File: src/sv/brb_pkg.sv
// shared types and constants for the byte ring buffer with dma head
// no dependencies
package brb_pkg;

    localparam int STORE_DEPTH_DEF = 256;
    localparam int MAX_BURST_DEF   = 64;
    localparam int RING_MAX        = 256;
    localparam int IDX_W           = 8;
    localparam int LVL_W           = 9;
    localparam int CNT_W           = 7;
    localparam int OP_W            = 3;
    localparam int BYTE_W          = 8;
    localparam int IN_TDATA_W      = 32;
    localparam int OUT_TDATA_W     = 24;
    localparam int OQ_DEPTH        = 3;

    localparam logic [LVL_W-1:0] SIZE_RESET = 9'd256;

    typedef enum logic [OP_W-1:0] {
        OP_PUSH   = 3'd0,
        OP_POP    = 3'd1,
        OP_PEEK   = 3'd2,
        OP_DROP   = 3'd3,
        OP_CLEAR  = 3'd4,
        OP_SWRITE = 3'd5,
        OP_HEAD   = 3'd6
    } t_op;

    typedef enum logic [1:0] {
        ST_IDLE,
        ST_BURST,
        ST_CLEAR
    } t_state;

    typedef struct packed {
        logic              we;
        logic [IDX_W-1:0]  waddr;
        logic [BYTE_W-1:0] wdata;
        logic              re;
        logic [IDX_W-1:0]  raddr;
    } t_mem_cmd;

    typedef struct packed {
        logic             ok;
        logic             last;
        logic [LVL_W-1:0] fill;
        logic             sel;
    } t_result;

    typedef struct packed {
        logic              ok;
        logic              last;
        logic [BYTE_W-1:0] data;
        logic [LVL_W-1:0]  fill;
    } t_out;

endpackage

File: src/sv/byte_ring_buffer_with_dma_head_unit.sv
// top level of the byte ring buffer with dma head
// depends on brb_pkg, brb_store, brb_ctrl, brb_oq
//
// Usage
//   s_axis carries one operation per word: push, pop n, peek n, drop n,
//   clear, raw store write (dma) and head update. m_axis returns result
//   words: ok in tuser, last in tlast, read byte and fill level in tdata.
//   i_cfg_we/i_cfg_wdata write the ring size; this also zeroes the
//   pointers and the level. Write it only while the block is idle.
//   Each result is registered in brb_ctrl with its store read, then written
//   into the output queue before it appears. Throughput: one single-result
//   operation per cycle while the output queue has room; pop n and peek n
//   give one byte per cycle from the store read port while the queue has room;
//   clear sweeps zeros through the store, one entry per cycle on the single write port.
//   Reset: pointers and level zero, ring size 256; store contents are
//   undefined until written.
//   Stall: results queue in a three-word output queue; when it fills,
//   s_axis_tready falls and any burst in progress pauses.
module byte_ring_buffer_with_dma_head_unit #(
    parameter int STORE_DEPTH = brb_pkg::STORE_DEPTH_DEF,
    parameter int MAX_BURST   = brb_pkg::MAX_BURST_DEF
) (
    input  logic                            i_clk,
    input  logic                            i_rst_n,
    input  logic                            i_cfg_we,
    input  logic [brb_pkg::LVL_W-1:0]       i_cfg_wdata,
    input  logic                            s_axis_tvalid,
    output logic                            s_axis_tready,
    // op[2:0], data_in[10:3], count[17:11], index[25:18], zero pad
    input  logic [brb_pkg::IN_TDATA_W-1:0]  s_axis_tdata,
    output logic                            m_axis_tvalid,
    input  logic                            m_axis_tready,
    // data_out[7:0], fill_level[16:8], zero pad
    output logic [brb_pkg::OUT_TDATA_W-1:0] m_axis_tdata,
    output logic                            m_axis_tlast,
    // ok[0]
    output logic                            m_axis_tuser
);
    import brb_pkg::*;

    localparam int MEM_DEPTH = (STORE_DEPTH < RING_MAX) ? STORE_DEPTH : RING_MAX;

    t_mem_cmd          mem_cmd;
    logic [BYTE_W-1:0] rdata;
    logic              room;
    logic              pv;
    t_result           pres;
    t_out              word;

    brb_ctrl #(
        .RING_LIMIT (MEM_DEPTH),
        .MAX_BURST  (MAX_BURST)
    ) u_ctrl (
        .i_clk       (i_clk),
        .i_rst_n     (i_rst_n),
        .i_cfg_we    (i_cfg_we),
        .i_cfg_wdata (i_cfg_wdata),
        .i_valid     (s_axis_tvalid),
        .o_ready     (s_axis_tready),
        .i_op        (s_axis_tdata[2:0]),
        .i_din       (s_axis_tdata[10:3]),
        .i_cnt       (s_axis_tdata[17:11]),
        .i_idx       (s_axis_tdata[25:18]),
        .i_room      (room),
        .o_mem       (mem_cmd),
        .o_pv        (pv),
        .o_pres      (pres)
    );

    brb_store #(
        .DEPTH (MEM_DEPTH)
    ) u_store (
        .i_clk   (i_clk),
        .i_cmd   (mem_cmd),
        .o_rdata (rdata)
    );

    brb_oq u_oq (
        .i_clk   (i_clk),
        .i_rst_n (i_rst_n),
        .i_valid (pv),
        .i_res   (pres),
        .i_rdata (rdata),
        .o_room  (room),
        .o_valid (m_axis_tvalid),
        .i_ready (m_axis_tready),
        .o_word  (word)
    );

    assign m_axis_tdata = {7'b0000000, word.fill, word.data};
    assign m_axis_tlast = word.last;
    assign m_axis_tuser = word.ok;

endmodule

File: src/sv/brb_store.sv
// byte store: synchronous ram, one write and one registered read port
// depends on brb_pkg
module brb_store #(
    parameter int DEPTH = brb_pkg::RING_MAX
) (
    input  logic                   i_clk,
    input  brb_pkg::t_mem_cmd      i_cmd,
    output logic [brb_pkg::BYTE_W-1:0] o_rdata
);
    import brb_pkg::*;

    localparam int AW = $clog2(DEPTH);

    logic [BYTE_W-1:0] mem [DEPTH];

    always_ff @(posedge i_clk) begin
        if (i_cmd.we) begin
            mem[i_cmd.waddr[AW-1:0]] <= i_cmd.wdata;
        end
        if (i_cmd.re) begin
            o_rdata <= mem[i_cmd.raddr[AW-1:0]];
        end
    end

endmodule

File: src/sv/brb_ctrl.sv
// ring control: pointers, level, op decode, burst and clear sequencer
// depends on brb_pkg; drives brb_store and feeds brb_oq
module brb_ctrl #(
    parameter int RING_LIMIT = brb_pkg::RING_MAX,
    parameter int MAX_BURST  = brb_pkg::MAX_BURST_DEF
) (
    input  logic                       i_clk,
    input  logic                       i_rst_n,
    input  logic                       i_cfg_we,
    input  logic [brb_pkg::LVL_W-1:0]  i_cfg_wdata,
    input  logic                       i_valid,
    output logic                       o_ready,
    input  logic [brb_pkg::OP_W-1:0]   i_op,
    input  logic [brb_pkg::BYTE_W-1:0] i_din,
    input  logic [brb_pkg::CNT_W-1:0]  i_cnt,
    input  logic [brb_pkg::IDX_W-1:0]  i_idx,
    input  logic                       i_room,
    output brb_pkg::t_mem_cmd          o_mem,
    output logic                       o_pv,
    output brb_pkg::t_result           o_pres
);
    import brb_pkg::*;

    localparam logic [LVL_W-1:0] SIZE_MAX = LVL_W'(RING_LIMIT);
    localparam logic [CNT_W-1:0] BURST_MAX = CNT_W'(MAX_BURST);

    t_state           r_state, n_state;
    logic [LVL_W-1:0] r_size, n_size;
    logic [IDX_W-1:0] r_wp, n_wp;
    logic [IDX_W-1:0] r_rp, n_rp;
    logic [LVL_W-1:0] r_count, n_count;
    logic [IDX_W-1:0] r_pos, n_pos;
    logic [CNT_W-1:0] r_left, n_left;
    logic [IDX_W-1:0] r_clr, n_clr;
    logic [IDX_W-1:0] r_clr_end, n_clr_end;
    logic             r_pv;
    t_result          r_pres;

    logic             acc;
    logic             issue;
    t_result          res;
    t_op              op;
    logic [LVL_W-1:0] size;
    logic [LVL_W-1:0] cnt9;
    logic             push_full;
    logic             burst_bad;
    logic             idx_bad;
    logic [LVL_W-1:0] pos_sum;
    logic [IDX_W-1:0] burst_rp;
    logic [IDX_W-1:0] wp_inc;
    logic [IDX_W-1:0] rp_inc;
    logic [IDX_W-1:0] pos_inc;
    logic [LVL_W:0]   moved_w;
    logic [LVL_W-1:0] moved;
    logic             over;

    // decode
    always_comb begin
        if (r_size < 9'd2) begin
            size = 9'd2;
        end else if (r_size > SIZE_MAX) begin
            size = SIZE_MAX;
        end else begin
            size = r_size;
        end
        op        = t_op'(i_op);
        cnt9      = {2'b00, i_cnt};
        push_full = ({1'b0, r_count} + 10'd1) >= {1'b0, size};
        burst_bad = (i_cnt > BURST_MAX) || (cnt9 > r_count);
        idx_bad   = {1'b0, i_idx} >= size;
        pos_sum   = {1'b0, r_rp} + cnt9;
        burst_rp  = (pos_sum >= size) ? IDX_W'(pos_sum - size) : IDX_W'(pos_sum);
        wp_inc    = (({1'b0, r_wp} + 9'd1) == size) ? '0 : r_wp + 8'd1;
        rp_inc    = (({1'b0, r_rp} + 9'd1) == size) ? '0 : r_rp + 8'd1;
        pos_inc   = (({1'b0, r_pos} + 9'd1) == size) ? '0 : r_pos + 8'd1;
        if (i_idx >= r_wp) begin
            moved_w = {2'b00, i_idx} - {2'b00, r_wp};
        end else begin
            moved_w = {2'b00, i_idx} + {1'b0, size} - {2'b00, r_wp};
        end
        moved = moved_w[LVL_W-1:0];
        over  = ({1'b0, moved} + {1'b0, r_count}) > {1'b0, size};
    end

    assign o_ready = (r_state == ST_IDLE) && i_room;
    assign acc     = i_valid && o_ready;

    // next state
    always_comb begin
        n_state   = r_state;
        n_size    = r_size;
        n_wp      = r_wp;
        n_rp      = r_rp;
        n_count   = r_count;
        n_pos     = r_pos;
        n_left    = r_left;
        n_clr     = r_clr;
        n_clr_end = r_clr_end;
        case (r_state)
            ST_IDLE: begin
                if (acc) begin
                    case (op)
                        OP_PUSH: begin
                            if (!push_full) begin
                                n_wp    = wp_inc;
                                n_count = r_count + 9'd1;
                            end
                        end
                        OP_POP, OP_PEEK, OP_DROP: begin
                            if (!burst_bad) begin
                                if (op != OP_PEEK) begin
                                    n_rp    = burst_rp;
                                    n_count = r_count - cnt9;
                                end
                                if (op != OP_DROP && i_cnt > 7'd1) begin
                                    n_state = ST_BURST;
                                    n_pos   = rp_inc;
                                    n_left  = i_cnt - 7'd1;
                                end
                            end
                        end
                        OP_CLEAR: begin
                            n_wp      = '0;
                            n_rp      = '0;
                            n_count   = '0;
                            n_state   = ST_CLEAR;
                            n_clr     = 8'd1;
                            n_clr_end = IDX_W'(size - 9'd1);
                        end
                        OP_HEAD: begin
                            if (!idx_bad) begin
                                if (over) begin
                                    n_rp    = i_idx;
                                    n_count = size;
                                end else begin
                                    n_count = r_count + moved;
                                end
                                n_wp = i_idx;
                            end
                        end
                        default: begin
                        end
                    endcase
                end
            end
            ST_BURST: begin
                if (i_room) begin
                    n_pos  = pos_inc;
                    n_left = r_left - 7'd1;
                    if (r_left == 7'd1) begin
                        n_state = ST_IDLE;
                    end
                end
            end
            ST_CLEAR: begin
                n_clr = r_clr + 8'd1;
                if (r_clr == r_clr_end) begin
                    n_state = ST_IDLE;
                end
            end
            default: begin
                n_state = ST_IDLE;
            end
        endcase
        if (i_cfg_we) begin
            n_size  = i_cfg_wdata;
            n_wp    = '0;
            n_rp    = '0;
            n_count = '0;
        end
    end

    // outputs
    always_comb begin
        o_mem    = '0;
        issue    = 1'b0;
        res      = '0;
        res.last = 1'b1;
        res.fill = n_count;
        case (r_state)
            ST_IDLE: begin
                if (acc) begin
                    issue = 1'b1;
                    case (op)
                        OP_PUSH: begin
                            res.ok = !push_full;
                            if (!push_full) begin
                                o_mem.we    = 1'b1;
                                o_mem.waddr = r_wp;
                                o_mem.wdata = i_din;
                            end
                        end
                        OP_POP, OP_PEEK, OP_DROP: begin
                            res.ok = !burst_bad;
                            if (!burst_bad && op != OP_DROP && i_cnt != 7'd0) begin
                                o_mem.re    = 1'b1;
                                o_mem.raddr = r_rp;
                                res.sel     = 1'b1;
                                res.last    = (i_cnt == 7'd1);
                            end
                        end
                        OP_CLEAR: begin
                            res.ok   = 1'b1;
                            o_mem.we = 1'b1;
                        end
                        OP_SWRITE: begin
                            res.ok = !idx_bad;
                            if (!idx_bad) begin
                                o_mem.we    = 1'b1;
                                o_mem.waddr = i_idx;
                                o_mem.wdata = i_din;
                            end
                        end
                        OP_HEAD: begin
                            res.ok = !idx_bad;
                        end
                        default: begin
                            res.ok = 1'b0;
                        end
                    endcase
                end
            end
            ST_BURST: begin
                if (i_room) begin
                    issue       = 1'b1;
                    o_mem.re    = 1'b1;
                    o_mem.raddr = r_pos;
                    res.ok      = 1'b1;
                    res.sel     = 1'b1;
                    res.last    = (r_left == 7'd1);
                    res.fill    = r_count;
                end
            end
            ST_CLEAR: begin
                o_mem.we    = 1'b1;
                o_mem.waddr = r_clr;
            end
            default: begin
            end
        endcase
    end

    always_ff @(posedge i_clk) begin
        if (!i_rst_n) begin
            r_state <= ST_IDLE;
            r_size  <= SIZE_RESET;
            r_wp    <= '0;
            r_rp    <= '0;
            r_count <= '0;
            r_pv    <= 1'b0;
        end else begin
            r_state <= n_state;
            r_size  <= n_size;
            r_wp    <= n_wp;
            r_rp    <= n_rp;
            r_count <= n_count;
            r_pv    <= issue;
        end
    end

    always_ff @(posedge i_clk) begin
        r_pos     <= n_pos;
        r_left    <= n_left;
        r_clr     <= n_clr;
        r_clr_end <= n_clr_end;
        r_pres    <= res;
    end

    assign o_pv   = r_pv;
    assign o_pres = r_pres;

endmodule

File: src/sv/brb_oq.sv
// three-word output queue joining result tags with store read data
// depends on brb_pkg
module brb_oq (
    input  logic                       i_clk,
    input  logic                       i_rst_n,
    input  logic                       i_valid,
    input  brb_pkg::t_result           i_res,
    input  logic [brb_pkg::BYTE_W-1:0] i_rdata,
    output logic                       o_room,
    output logic                       o_valid,
    input  logic                       i_ready,
    output brb_pkg::t_out              o_word
);
    import brb_pkg::*;

    localparam logic [1:0] LAST_SLOT = 2'(OQ_DEPTH - 1);
    localparam logic [2:0] DEPTH3    = 3'(OQ_DEPTH);

    t_out       q [OQ_DEPTH];
    logic [1:0] r_wr, n_wr;
    logic [1:0] r_rd, n_rd;
    logic [1:0] r_cnt, n_cnt;
    logic       pop;
    t_out       word_in;

    assign o_valid = (r_cnt != 2'd0);
    assign pop     = o_valid && i_ready;
    assign o_room  = ({1'b0, r_cnt} + {2'b00, i_valid}) < DEPTH3;
    assign o_word  = q[r_rd];

    always_comb begin
        word_in.ok   = i_res.ok;
        word_in.last = i_res.last;
        word_in.data = i_res.sel ? i_rdata : '0;
        word_in.fill = i_res.fill;
        n_wr  = i_valid ? ((r_wr == LAST_SLOT) ? 2'd0 : r_wr + 2'd1) : r_wr;
        n_rd  = pop ? ((r_rd == LAST_SLOT) ? 2'd0 : r_rd + 2'd1) : r_rd;
        n_cnt = r_cnt + {1'b0, i_valid} - {1'b0, pop};
    end

    always_ff @(posedge i_clk) begin
        if (!i_rst_n) begin
            r_wr  <= '0;
            r_rd  <= '0;
            r_cnt <= '0;
        end else begin
            r_wr  <= n_wr;
            r_rd  <= n_rd;
            r_cnt <= n_cnt;
        end
    end

    always_ff @(posedge i_clk) begin
        if (i_valid) begin
            q[r_wr] <= word_in;
        end
    end

endmodule

File: config.mk
export PLATFORM = sky130hd
export DESIGN_NAME = byte_ring_buffer_with_dma_head_unit
export DESIGN_NICKNAME = d
export VERILOG_FILES = /design/src/sv/brb_pkg.sv /design/src/sv/byte_ring_buffer_with_dma_head_unit.sv /design/src/sv/brb_store.sv /design/src/sv/brb_ctrl.sv /design/src/sv/brb_oq.sv
export SDC_FILE = /design/constraint.sdc
export NUM_CORES = 2
export LEC_CHECK = 0
export ABC_AREA = 1
export BUFFER_PORTS_ARGS = -buffer_cell sky130_fd_sc_hd__buf_4
export CAP_MARGIN = 15
export CORE_UTILIZATION = 35
export CTS_CLUSTER_SIZE = 20
export DETAILED_ROUTE_END_ITERATION = 8
export PLACE_DENSITY = 0.49
export SLEW_MARGIN = 20
export SYNTH_ARGS = -nofsm -noshare
export SYNTH_HDL_FRONTEND = slang
export SYNTH_SLANG_ARGS = --single-unit
File: constraint.sdc
create_clock -name i_clk -period 21.1 [get_ports i_clk]
set_input_delay 2.11 -clock i_clk [delete_from_list [all_inputs] [get_ports i_clk]]
set_output_delay 2.11 -clock i_clk [all_outputs]
set_load 0.03 [all_outputs]
### Word level (Yosys, flattened, before mapping)

Memories as Yosys holds them, arrays and structs flattened. A register that Yosys moved wholly into a read port is not among the register bits.
Cells that the tools add are included.

* bits in registers: 86
* bits in latches: 0
* bits in writable memories: 2105
* memory bits (read-only): 0
* bits of input ports: 46
* output and inout bits: 28
* logic and storage cells: 198
* memories: 2

Memories
* u_store.mem: words 256, bits a word 8, read ports 1, clocked after Yosys merged registers in 1, write ports 1, RTL line brb_store.sv:14 `logic [BYTE_W-1:0] mem [DEPTH];`
* u_oq.q: words 3, bits a word 19, read ports 1, clocked after Yosys merged registers in 1, write ports 1, RTL line brb_oq.sv:19 `t_out q [OQ_DEPTH];`

* $add $sub $neg: 25
* $mul: 0
* div/mod/pow operators: 0
* magnitude comparators: 11
* equal/unequal tests: 34
* shift-type cells: 0
* mux-type cells: 81
* bitwise gates (word level): 1
* reduce and logical (&&, ||, !) cells: 27

Operators by type and width (count)
* 8-bit two-way mux: 19
* 9-bit two-way mux: 15
* 8-bit case mux with 3 select lines: 2
* 9-bit case mux with 2 select lines: 2
* 9-bit case mux with 4 select lines: 1
* 7-bit two-way mux: 5
* 17-bit two-way mux: 2
* 8-bit by 1-bit adder with 8-bit output (second input constant): 4
* 16-bit case mux with 2 select lines: 1
* 8-bit case mux with 2 select lines: 2
* 8-bit by 1-bit adder with 9-bit output (second input constant): 3
* 9-bit equality test: 3
* 26-bit two-way mux: 1
* 2-bit two-way mux: 11
* 7-bit by 1-bit equality test with 1-bit output (second input constant): 2
* 2-bit != test (second input constant): 7
* 7-bit case mux with 2 select lines: 1
* 7-bit AND reduction: 2
* 7-bit by 1-bit subtractor with 7-bit output (second input constant): 2
* 12-bit two-way mux: 1
* 2-bit by 1-bit != test with 1-bit output (second input constant): 6
* 1-bit two-way mux: 11
* 9-bit by 1-bit adder with 10-bit output (second input constant): 1
* 9-bit by 9-bit adder with 10-bit output: 1
* other kinds (51): 74

### Logic depth before layout (Yosys ltp)

* depth after elaboration: 16
* depth in mapped cells: 38
* mapped depth without buffers: 37

### Cells and area by module

A second synthesis with hierarchy kept.

* cell total of the unflattened synthesis: 8536
* area total of the unflattened synthesis: 94969.8 um^2

By module, submodules not included
* brb_store: instances 1, cells an instance 7003, area an instance 83476.3 um^2, sequential area each 61739.2 um^2
* brb_ctrl: instances 1, cells an instance 1316, area an instance 8799.7 um^2, sequential area each 1911.8 um^2
* brb_oq: instances 1, cells an instance 209, area an instance 2637.5 um^2, sequential area each 1871.8 um^2
* byte_ring_buffer_with_dma_head_unit: instances 1, cells an instance 8, area an instance 56.3 um^2, sequential area each 0.0 um^2

### Least setup slack after synthesis

OpenSTA, ideal clock, no wires.

* path kind: in2reg
* from: input port s_axis_tdata[22] in the netlist's numbering
* to: memory u_store.mem[0][0], data pin
* library setup time: 1393 ps
* data arrival time: 9316 ps
* required time: 19707 ps
* setup slack: 10390 ps
* stages: 10
* buffers on the path: 0
* cell sequence: ha_1 a21oi_1 o21ai_0 a21oi_1 nand3_1 inv_1 nand4_2 nand2_1 clkinv_1 nor2_1

RTL lines
* start: declaration: RTL line byte_ring_buffer_with_dma_head_unit.sv:30 `input logic [brb_pkg::IN_TDATA_W-1:0] s_axis_tdata,`
* end: declaration: RTL line brb_store.sv:14

### Final worst setup path

* from: register u_ctrl.r_size[4]
* to: register u_ctrl.r_rp[2]

* word-level cells in the longest chain between the ends: 10
* elaborated cells on any way between the ends: 19
* classes of those cells: add/sub: 4; order compare: 5; eq/ne: 2; mux: 7; reduce/logical: 1

RTL lines
* start: declaration: RTL line brb_ctrl.sv:28 `logic [LVL_W-1:0] r_size, n_size;`
* start signal: assignment: RTL line brb_ctrl.sv:253 `r_size <= n_size;`
* 9-bit greater-than comparator: RTL line brb_ctrl.sv:61 `end else if (r_size > SIZE_MAX) begin`
* 9-bit two-way mux: RTL line brb_ctrl.sv:61
* 9-bit two-way mux *: RTL line brb_ctrl.sv:59 `if (r_size < 9'd2) begin`
* 8-bit by 9-bit adder with 9-bit output: RTL line brb_ctrl.sv:79 `moved_w = {2'b00, i_idx} + {1'b0, size} - {2'b00, r_wp};`
* 9-bit by 8-bit subtractor with 9-bit output: RTL line brb_ctrl.sv:79
* 9-bit two-way mux: RTL line brb_ctrl.sv:76 `if (i_idx >= r_wp) begin`
* 9-bit by 9-bit adder with 10-bit output: RTL line brb_ctrl.sv:82 `over = ({1'b0, moved} + {1'b0, r_count}) > {1'b0, size};`
* 10-bit by 9-bit greater-than comparator with 1-bit output: RTL line brb_ctrl.sv:82
* 2-bit by 1-bit != test with 1-bit output (no source line)
* 7-bit AND reduction (no source line)
* end signal: assignment: RTL line brb_ctrl.sv:255 `r_rp <= n_rp;`
* end: declaration: RTL line brb_ctrl.sv:30 `logic [IDX_W-1:0] r_rp, n_rp;`

Mark *: on every way between the ends. The rest lies on a longest branch, timed or not. The select of a mux whose other input is x is not followed.
A chain may end at the register's enable or synchronous reset.

==> reports/qor.csv <==
metric,value,unit
status,"finished, final reports clean",
CP required,21860,ps
CTS Buf Count,238,
share of cells above drive strength 1,0.0549,
FP Rows,195,
Filler Cells Inserted,27500,
synthesized flop and latch total,2201,
Synth warnings,0,
hold-fix buffer count after cts,0,
Least-Margin Pin Slew,1180,ps
met3 global-route usage,0.0285,
starting density of the core,0.353,
synth top area cells,"edfxtp_1, nand3_1, nand2_1",
IO Port Bufs,60,
Syn Std Cell Area,100000,sq um
largest family of logic cells by synthesized area,simple AND/OR/NAND/NOR gates,
worst skew pair latency,910,ps
top cell type's share of synthesized area,0.643,
Final Slew Violations,0,
"slowest stage delay, CP",740,ps
reg2reg start,u_ctrl.r_size[4]$_SDFFE_PN0P_,
TNS Setup,0,ps
Simple-Gate Fraction of Synth Area,0.217,
Syn Area/Cell,10.3,sq um
Die W,537,um
asr flop ratio synth,0,
CTS tree,yes,
CTS Buffer Depth,4,
Switching Fraction,0.275,
r2r setup slk,12880,ps
net switching power,2.82,mW
Seq pwr share,0.469,
1st-iter DRT viols,6093,
design area,111000,sq um
Post-synth EDFFs,2144,
cell family with most CP delay,compound AO/OA/AOI/OAI gates,
largest area contributor in the synthesized netlist,edfxtp_1,
DP Area,104000,sq um
DRT Wirelength,301,mm
clk_skew,52.1,ps
"Endpoint, Worst Hold",u_oq.q[1][6]$_DFFE_PP_,
drt pass-1 iters,6,
Clock Power Share,0.388,
endpoints failing hold,0,
Setup Crit Path Kind,reg2reg,
cell depth of the worst flop-to-flop path,30,
fin cells,13500,
met2 usage,0.330,
hold crit path type,reg2reg,
Slew HR,0.215,
Compound-Gate Fraction of Synth Area,0.0278,
WP depth,30,
area grow syn2layout,11.1,%
core box area,283000,sq um
CTS root buf,clkbuf_16,
Final period util,0.389,
VDD IR-drop max,0.0652,mV
"most used cell, CP",a21oi_1,
max_cap viols,0,
largest net degree at the start of global routing,183,
post-synthesis sequential area ratio,0.655,
most crowded layer after global routing,met2,
DRC violations left,0,
met1 usage,0.292,
PwrDens,92.4,nW/um^2
post-route ant nets,0,
top cell types by occurrence after synthesis,"nand2_1, edfxtp_1, nand3_1",
DIE HEIGHT,537,um
CP Data Arrival Time,8970,ps
DR vias,68200,
Clock transition at path regs,60,ps
post-DR vias/cell,5.05,
Inst Count DP,13100,
most common cell in the synthesized netlist,nand2_1,
hpwl dp,167,mm
routed wire length per instance,22.3,um
Critical Path Source,u_ctrl.r_size[4]$_SDFFE_PN0P_,
CTS resizes,0,
Post-Synth Adder-Cell Area,0.0135,
H-tree lvl count,4,
min-delay src,u_ctrl.o_pres[7]$_DFF_P_,
Leak,43.9,nW
critical path capture point type,flip-flop,
CTS Sinks,2201,
FMAX,122,MHz
post-synth cell types,56,
IO Pins,74,
WP buf/inv,4,
crit path time final,8220,ps
post-synthesis instance total,9706,
die area,288000,sq um
hold path depth,0,
"Top FF cell, synth",edfxtp_1,
Worst R2R End,u_ctrl.r_rp[2]$_SDFFE_PP0P_,
setup bufs post-CTS,0,
Worst Path Max Fanout,16,
initial antenna violation count,13,
Internal Pwr Total,7.46,mW
mux cell area share after synthesis,0.000100,
vias in the first global route,65600,
RSZ-0062 raised after global routing,false,
first-pass GRT wire length,444,mm
Synth Area in XOR/XNOR,0.00700,
final setup violation count,0,
global route overflow,0,
"Slowest-stage cell, CP",nor2_1,
nets,9724,
Critical Path Source Type,flip-flop,
Comb pwr share,0.143,
routability congestion estimate,0.864,
GRT Total Usage,0.207,
-- power groups by stage --
stage | Sequential (mW) | Combinational, mW | Clock (mW)
global route | 4.83 | 1.60 | 4.21
CTS | 4.82 | 1.47 | 4.06
floorplan | 4.90 | 0.927 | 0
finish | 4.82 | 1.47 | 3.99
detailed placement | 4.92 | 1.46 | 0
global placement | 4.92 | 1.46 | 0
-- how the worst max path moves through the flow --
stage                                               to  slack [ps]
after CTS                  u_ctrl.r_rp[0]$_SDFFE_PP0P_       12960
after detailed placement  u_store.o_rdata[4]$_DFFE_PP_       12240
after floorplan            u_store.mem[0][0]$_DFFE_PP_       10390
final                      u_ctrl.r_rp[2]$_SDFFE_PP0P_       12880
after global placement    u_store.o_rdata[4]$_DFFE_PP_       12190
after global routing       u_ctrl.r_rp[0]$_SDFFE_PP0P_       12330
-- through the flow --
step                 util  power (mW)  worst slack, ps  hold WS [ps]
CTS                 0.392        10.4            12960           459
floorplan               -        5.83            10390           421
detailed placement  0.367        6.38            12240           445
global placement    0.367        6.37            12190           441
global route        0.392        10.6            12330           466
finish              0.393        10.3            12880           459
-- kinds of logic after synthesis --
logic type,count (synthesis)
other,1
adders and majority gates,101
xor gates and xnor gates,80
muxes,1
AOI/OAI and AO/OA,446
DFF,2201
and+or+nand+nor,4886
buffers and inverters,1990
-- area by class of cell --
class | count | area [sq um] | share of cell area
inverters | 1447 | 5460 | 0.0491
diodes | 6 | 15.0 | 0.000135
repair buffers | 168 | 1500 | 0.0135
clock inverters | 127 | 982 | 0.00883
flip-flops and latches | 2201 | 65500 | 0.589
clock buffers | 296 | 6260 | 0.0563
multi-input cells | 5521 | 26800 | 0.241
well taps | 3743 | 4680 | 0.0421
-- sequential cells by signal (all words and copies together), names as in the netlist, 7 cells and up, named ones only --
signal / cells
u_oq.q: 57
u_ctrl.r_rp: 8
u_ctrl.r_left: 7
u_ctrl.o_pres: 12
u_ctrl.r_clr: 8
u_ctrl.r_pos: 8
u_ctrl.r_count: 9
u_ctrl.r_size: 9
u_ctrl.r_clr_end: 8
u_ctrl.r_wp: 8
u_store.o_rdata: 8
u_store.mem: 2048
-- layout by cell type, fill, tap and decap left out, drive strengths merged, types with 7 or more instances in the layout --
master and count:
bufinv 16, nand2 2376, a21oi 162, a31oi 11, buf 168, o31ai 9
o22ai 20, nand4 23, or2 7, edfxtp 2144, o211ai 123, o21bai 10
xnor2 17, clkinv 116, nand3b 251, nor3 31, fa 12, xor2 63
nor2 403, inv 1442, dfxtp 57, nand3 1790, o21ai 74, ha 89
conb 7, clkbuf 296
-- layer usage --
layer | part of all wire | vias to the layer above
met5 | 0 | -
met4 | 0.029 | 0
met3 | 0.059 | 421
met2 | 0.46 | 2013
met1 | 0.45 | 33500
li1 | - | 32200
Power figures use the tool's default switching activity.
